===== config.mk =====
export PLATFORM = sky130hd
export DESIGN_NAME = cbpe_norm_step
export DESIGN_NICKNAME = d
export VERILOG_FILES = /design/src/rtl/core/cubic_bezier_plane_evaluator_core_assert.svh /design/src/rtl/core/cbpe_pkg.sv /design/src/rtl/core/cbpe_norm_step.sv
export SDC_FILE = /design/constraint.sdc
export NUM_CORES = 1
export LEC_CHECK = 0
export BUFFER_PORTS_ARGS = -buffer_cell sky130_fd_sc_hd__buf_4
export CORE_AREA = 2 2 407 409
export DETAILED_ROUTE_END_ITERATION = 6
export DIE_AREA = 0 0 409 411
export PLACE_DENSITY = 0.38
export SYNTH_ARGS = -nofsm -noshare
export SYNTH_HDL_FRONTEND = slang
export SYNTH_SLANG_ARGS = --single-unit

===== constraint.sdc =====
create_clock -name clk -period 7.9 [get_ports clk]
set_clock_uncertainty 0.2 [all_clocks]
set_input_delay 0.395 -clock clk [delete_from_list [all_inputs] [get_ports clk]]
set_output_delay 0.395 -clock clk [all_outputs]
set_load 0.005 [all_outputs]

===== src/rtl/core/cubic_bezier_plane_evaluator_core_assert.svh =====
// Assertion macros shared by the cubic Bezier evaluator core.
// Depends on nothing; the includer supplies the clock and reset names.
`ifndef CUBIC_BEZIER_PLANE_EVALUATOR_CORE_ASSERT_SVH
`define CUBIC_BEZIER_PLANE_EVALUATOR_CORE_ASSERT_SVH
`ifndef SYNTHESIS
// check on a given clock and reset
`define CBPE_ASSERT_CLK(label, ck, rs, prop, msg) \
  label: assert property (@(posedge ck) disable iff (rs) prop) else $error(msg);
// check on clk and rst
`define CBPE_ASSERT(label, prop, msg) \
  `CBPE_ASSERT_CLK(label, clk, rst, prop, msg)
`else
`define CBPE_ASSERT_CLK(label, ck, rs, prop, msg)
`define CBPE_ASSERT(label, prop, msg)
`endif
`endif


===== src/rtl/core/cbpe_pkg.sv =====
// Package of the cubic Bezier evaluator: payload types and constants.
// Used by the normalization step and the top level.
package cbpe_pkg;

  localparam int NUM_REGS = 8;
  localparam int REG_IDX_W = $clog2(NUM_REGS);
  localparam logic [16:0] T_ONE = 17'd65536;
  localparam logic [14:0] DIR_ONE = 15'd16384;
  // top bit of the 15-bit quotient: set only when q equals one
  localparam int DIR_TOP = 14;

  typedef struct packed {
    logic [16:0] curve_param;
  } param_t;

  typedef struct packed {
    logic signed [31:0] pos_x;
    logic signed [31:0] pos_z;
    logic signed [15:0] dir_x;
    logic signed [15:0] dir_z;
    logic               dir_valid;
  } result_t;

  // state carried through the digit-recurrence stages
  typedef struct packed {
    logic [14:0]        qx;
    logic [14:0]        qz;
    logic signed [67:0] kx;
    logic signed [67:0] kz;
    logic signed [67:0] lx;
    logic signed [67:0] lz;
    logic [32:0]        sum;
    logic [61:0]        rhsx;
    logic [61:0]        rhsz;
    logic signed [31:0] posx;
    logic signed [31:0] posz;
    logic               negx;
    logic               negz;
    logic               nz;
  } norm_t;

endpackage


===== src/rtl/core/cbpe_norm_step.sv =====
// One bit of the unit-length quotient for both axes, one register stage.
// Depends on cbpe_pkg (norm_t).
module cbpe_norm_step
  import cbpe_pkg::*;
#(
  parameter int BIT = 0
) (
  input  logic  clk,
  input  logic  rst,
  input  logic  en,
  input  logic  src_valid,
  input  norm_t src,
  output logic  dst_valid,
  output norm_t dst
);

  // K = (2q-1)^2 * S, L = (2q-1) * S; candidate q | 2^BIT
  function automatic logic signed [67:0] cand_f(input logic signed [67:0] k,
                                                input logic signed [67:0] l,
                                                input logic signed [67:0] s);
    cand_f = k + (l <<< (BIT + 2)) + (s <<< (2 * BIT + 2));
  endfunction

  logic signed [67:0] s_ext;
  logic signed [67:0] cand_x;
  logic signed [67:0] cand_z;
  logic               take_x;
  logic               take_z;
  norm_t              dst_next;

  always_comb begin
    s_ext = $signed({35'd0, src.sum});
    cand_x = cand_f(src.kx, src.lx, s_ext);
    cand_z = cand_f(src.kz, src.lz, s_ext);
    take_x = !src.qx[DIR_TOP] && (cand_x <= $signed({6'd0, src.rhsx}));
    take_z = !src.qz[DIR_TOP] && (cand_z <= $signed({6'd0, src.rhsz}));
    dst_next = src;
    if (take_x) begin
      dst_next.qx = src.qx | (15'd1 << BIT);
      dst_next.kx = cand_x;
      dst_next.lx = src.lx + (s_ext <<< (BIT + 1));
    end
    if (take_z) begin
      dst_next.qz = src.qz | (15'd1 << BIT);
      dst_next.kz = cand_z;
      dst_next.lz = src.lz + (s_ext <<< (BIT + 1));
    end
  end

  always_ff @(posedge clk) begin
    if (rst) begin
      dst_valid <= 1'b0;
    end else if (en) begin
      dst_valid <= src_valid;
    end
    if (en) begin
      dst <= dst_next;
    end
  end

endmodule


# Yosys cells after proc, flatten, opt, wreduce, memory -nomap -nowiden
# Cells that the tools add are included.
dict set report word_totals {
  register_bits 527
  inputBits 530
}
dict set report classes {
  addsub 6
  order_cmp 2
  n_mux 4
  reduce_logical 4
}
# operator n
set op_table {}
lappend op_table {{68-bit two-way mux} 4}
lappend op_table {{68-bit by 35-bit adder with 68-bit output} 2}
lappend op_table {{68-bit by 36-bit adder with 68-bit output} 2}
lappend op_table {{68-bit adder} 2}
lappend op_table {{68-bit by 63-bit <= comparator with 1-bit output} 2}
lappend op_table {{1-bit logical AND} 2}
lappend op_table {{1-bit zero test} 2}

# Logic depth before layout (Yosys ltp)
dict set report logic_depth {
  depth_word 5
  mapped_depth 32
  ltp_nobuf 29
}

# Worst setup path after synthesis
# No wires, ideal clock.
dict set report synth_timing {
  path_kind {input port to flip-flop}
  startpoint {in src[192] in the netlist's numbering}
  endpoint {reg dst[421] in the netlist's numbering (data pin)}
  setup_ns 0.260
  arrival_time_ns 6.460
  required_time_ns 7.440
  setup_slack_ns 0.980
  stages 30
  cell_sequence {fa_1 ha_1 inv_1 fa_1 nand2b_1 a21o_1 a31oi_1 a21oi_1 o21ai_1 nand4_1 a2111o_1 a21oi_1 nor2_1 o21bai_1 a21oi_1 xnor2_1 ha_1 nand2_1 or3_1 nor3_1 nand2_1 o32ai_1 a21oi_1 a211o_1 or4_1 o22a_1 buf_6 buf_6 buf_4 mux2_2}
}
# element line_no
set synth_rtl {}
lappend synth_rtl {{from (decl)} cbpe_norm_step.sv:12} ;# input norm_t src,
lappend synth_rtl {{to (signal assigned)} cbpe_norm_step.sv:57} ;# dst <= dst_next;
lappend synth_rtl {{to (decl)} cbpe_norm_step.sv:14} ;# output norm_t dst

==> impl_metrics.json <==
{
  "io_buffer_count": 1056,
  "die-width_um": 409,
  "start_util_pct": 21.7,
  "synth_nets": 4107,
  "fillers": 16769,
  "max_stage_delay_ns": 0.56,
  "ys_ff_latch": 527,
  "yosysSeqAreaShare_pct": 44.5,
  "final_cell_mix": "1,245 x buf_4, 526 x edfxtp_1, 525 x dlygate4sd3_1, 382 x ha_1, 237 x a21oi_1",
  "clock-sinks": 527,
  "grt_use_met2_pct": 32.9,
  "drt_iter0_markers": 1867,
  "finalSetupViolations": 0,
  "critPathMaxFanout": 46,
  "grt_overflow_total": 0,
  "rsz0062_at_grt": "no",
  "pwr_density_cell_nw_per_um2": 207,
  "ctsLongestPathBuffers": 3,
  "synthesis.area_um2": 35500,
  "coreArea_um2": 164000,
  "fin_crit_sh_pct": 96.3,
  "avgViaCountPerCell": 4.50,
  "synth_flop_cell": "edfxtp_1",
  "fmax_mhz": 131,
  "final_common_cell": "buf_4",
  "multi_input_area_um2": 18700,
  "synth-edff-count": 526,
  "postRouteWirelength_mm": 174,
  "drc": 0,
  "nets": 5886,
  "start_kind": "primary input",
  "grt_util_all_layers_pct": 19.9,
  "drive_gt1_share_pct": 32.0,
  "grt_pass1_vias": 33144,
  "cts_tree": "done",
  "fp.dieH_um": 411,
  "fin_crit_ns": 7.61,
  "ant_nets": 0,
  "top_usage_layer": "met2",
  "post_cts_buffers": 0,
  "hold_viol_final": 0,
  "fin_area_um2": 55400,
  "hp-class": "primary input to flop",
  "p_leak_uw": 0.0243,
  "dpl.hpwl_mm": 143,
  "insertion_delay_ns": 0.68,
  "crit_arrival_ns": 7.98,
  "placed_area_um2": 47700,
  "place.gp.congestion": 0.841,
  "power_uw": 11500,
  "slew_viol_final": 0,
  "dieArea_um2": 168000,
  "max_cap_viol_count": 0,
  "grt_pass1_wl_mm": 242,
  "cts.clk_slew.worst_paths_ns": 0.05,
  "wl_per_cell_um": 24.3,
  "status": "finished clean",
  "seq_area_um2": 15800,
  "path_class": "primary input to flop",
  "grt_use_met3_pct": 5.01,
  "root_buffer": "clkbuf_16",
  "vdd_drop_max_v": 0.000154,
  "area_growth_pct": 56.0,
  "num_vias": 32232,
  "grt_use_met1_pct": 25.9,
  "synth_cell_types": 84,
  "required_ns": 8.27,
  "numCtsBuffers": 76,
  "cp-end-kind": "flop",
  "firstDrtPassIters": 7,
  "grt_max_degree": 153,
  "dp.cells": 6490,
  "async_flop_share_pct": 0,
  "fin_cells": 7160,
  "cp_slowest_cell": "dlygate4sd3_1",
  "io_pins": 1057,
  "synth_warnings": 0,
  "htreeDepth": 3,
  "slew-limit-headroom_pct": 29.5,
  "postSynthAreaPerCell_um2": 11.4,
  "rows": 149,
  "syn_inst": 3125,
  "worst_slew_pin_slew_ns": 1.06,
  "grt_antenna_before_repair": 23
}
stage by stage:
step,worst slack (ns),util (%),hold slack (ns),setup TNS (ns)
global route,0.0106,33.8,0.0333,0
CTS,0.0103,33.8,0.00637,0
finish,0.289,33.8,0.0669,0
global placement,-0.624,29.1,0.276,-84.78
floorplan,0.980,-,0.267,0
detailed placement,-0.622,29.1,0.295,-81.43
power by group:
group,internal [uW],total [uW],switching (uW)
logic,2100,4480,2380
registers,3480,3590,110
clock network,1920,3400,1480
total,7500,11500,3980
per-layer routing:
layer	up-vias	part of all wire (%)	routed length [um]
met1	15719	44	76100
li1	15348	-	-
met3	155	6.7	11700
met4	12	2.1	3620
met5	-	0.044	76
met2	998	47	82300
cells in the mapped netlist, types with 36 or more instances:
cell,n,area (um2)
mux2_2,148,1670
xor2_1,113,990
nor2b_1,36,225
a21oi_1,239,1200
nor3_1,52,260
o21ai_0,142,711
clkbuf_1,58,218
ha_1,382,4780
a21o_1,154,1160
fa_1,70,1400
edfxtp_1,526,15800
inv_1,183,687
nand2_1,194,728
nand4_1,77,482
xnor2_1,132,1160
nand3_1,59,295
nor2_1,137,514
state kept, by name, summed over array words and instances, names as in the netlist:
| name | cells |
|---|---|
| dst_valid | 1 |
| dst | 526 |
worst max-delay path: cells and delay by family:
kind / cells / cell delay (ns)
adder cells (fa/ha/maj): 3 / 1.18
AND/OR/NAND/NOR: 8 / 1.37
AO/OA/AOI/OAI: 13 / 3.27
buffers and inverters: 6 / 1.45
XOR/XNOR: 1 / 0.26
cell type report:
class | count | area share (%)
antenna | 8 | 0.0361
clock buffer | 88 | 3.51
clock inverter | 49 | 0.828
inverter | 183 | 1.24
multi-input combinational | 2323 | 33.8
sequential | 527 | 28.5
tap | 2189 | 4.94
timing repair buffer | 1793 | 27.2
path summary, 6_finish.rpt:
path,slack [ns],startpoint,depth (start not counted),end
min reg2reg,0.86,dst_valid,3,dst_valid
max reg2reg,6.55,dst_valid,3,dst_valid
max,0.29,src[203],31,dst[253]
min,0.07,src[213],2,dst[213]
cells by family (layout without fill, tap and decap cells):
logic type | after synthesis | in the layout | share of synthesized area [%]
and+or+nand+nor | 712 | 712 | 10.4
AOI/OAI and AO/OA | 762 | 762 | 13.7
xor gates and xnor gates | 245 | 245 | 6.04
other | 0 | 8 | 0
DFF | 527 | 527 | 44.5
muxes | 152 | 152 | 4.80
buffers and inverters | 275 | 2113 | 3.11
adders and majority gates | 452 | 452 | 17.4
repair_timing:
action / CTS / global route
hold endpoints to repair: 563 / 0
resized for setup: 0 / 25
setup endpoints to repair: 0 / 266
hold buffers: 525 / 0
No activity file was read; power rests on OpenSTA's default activity.
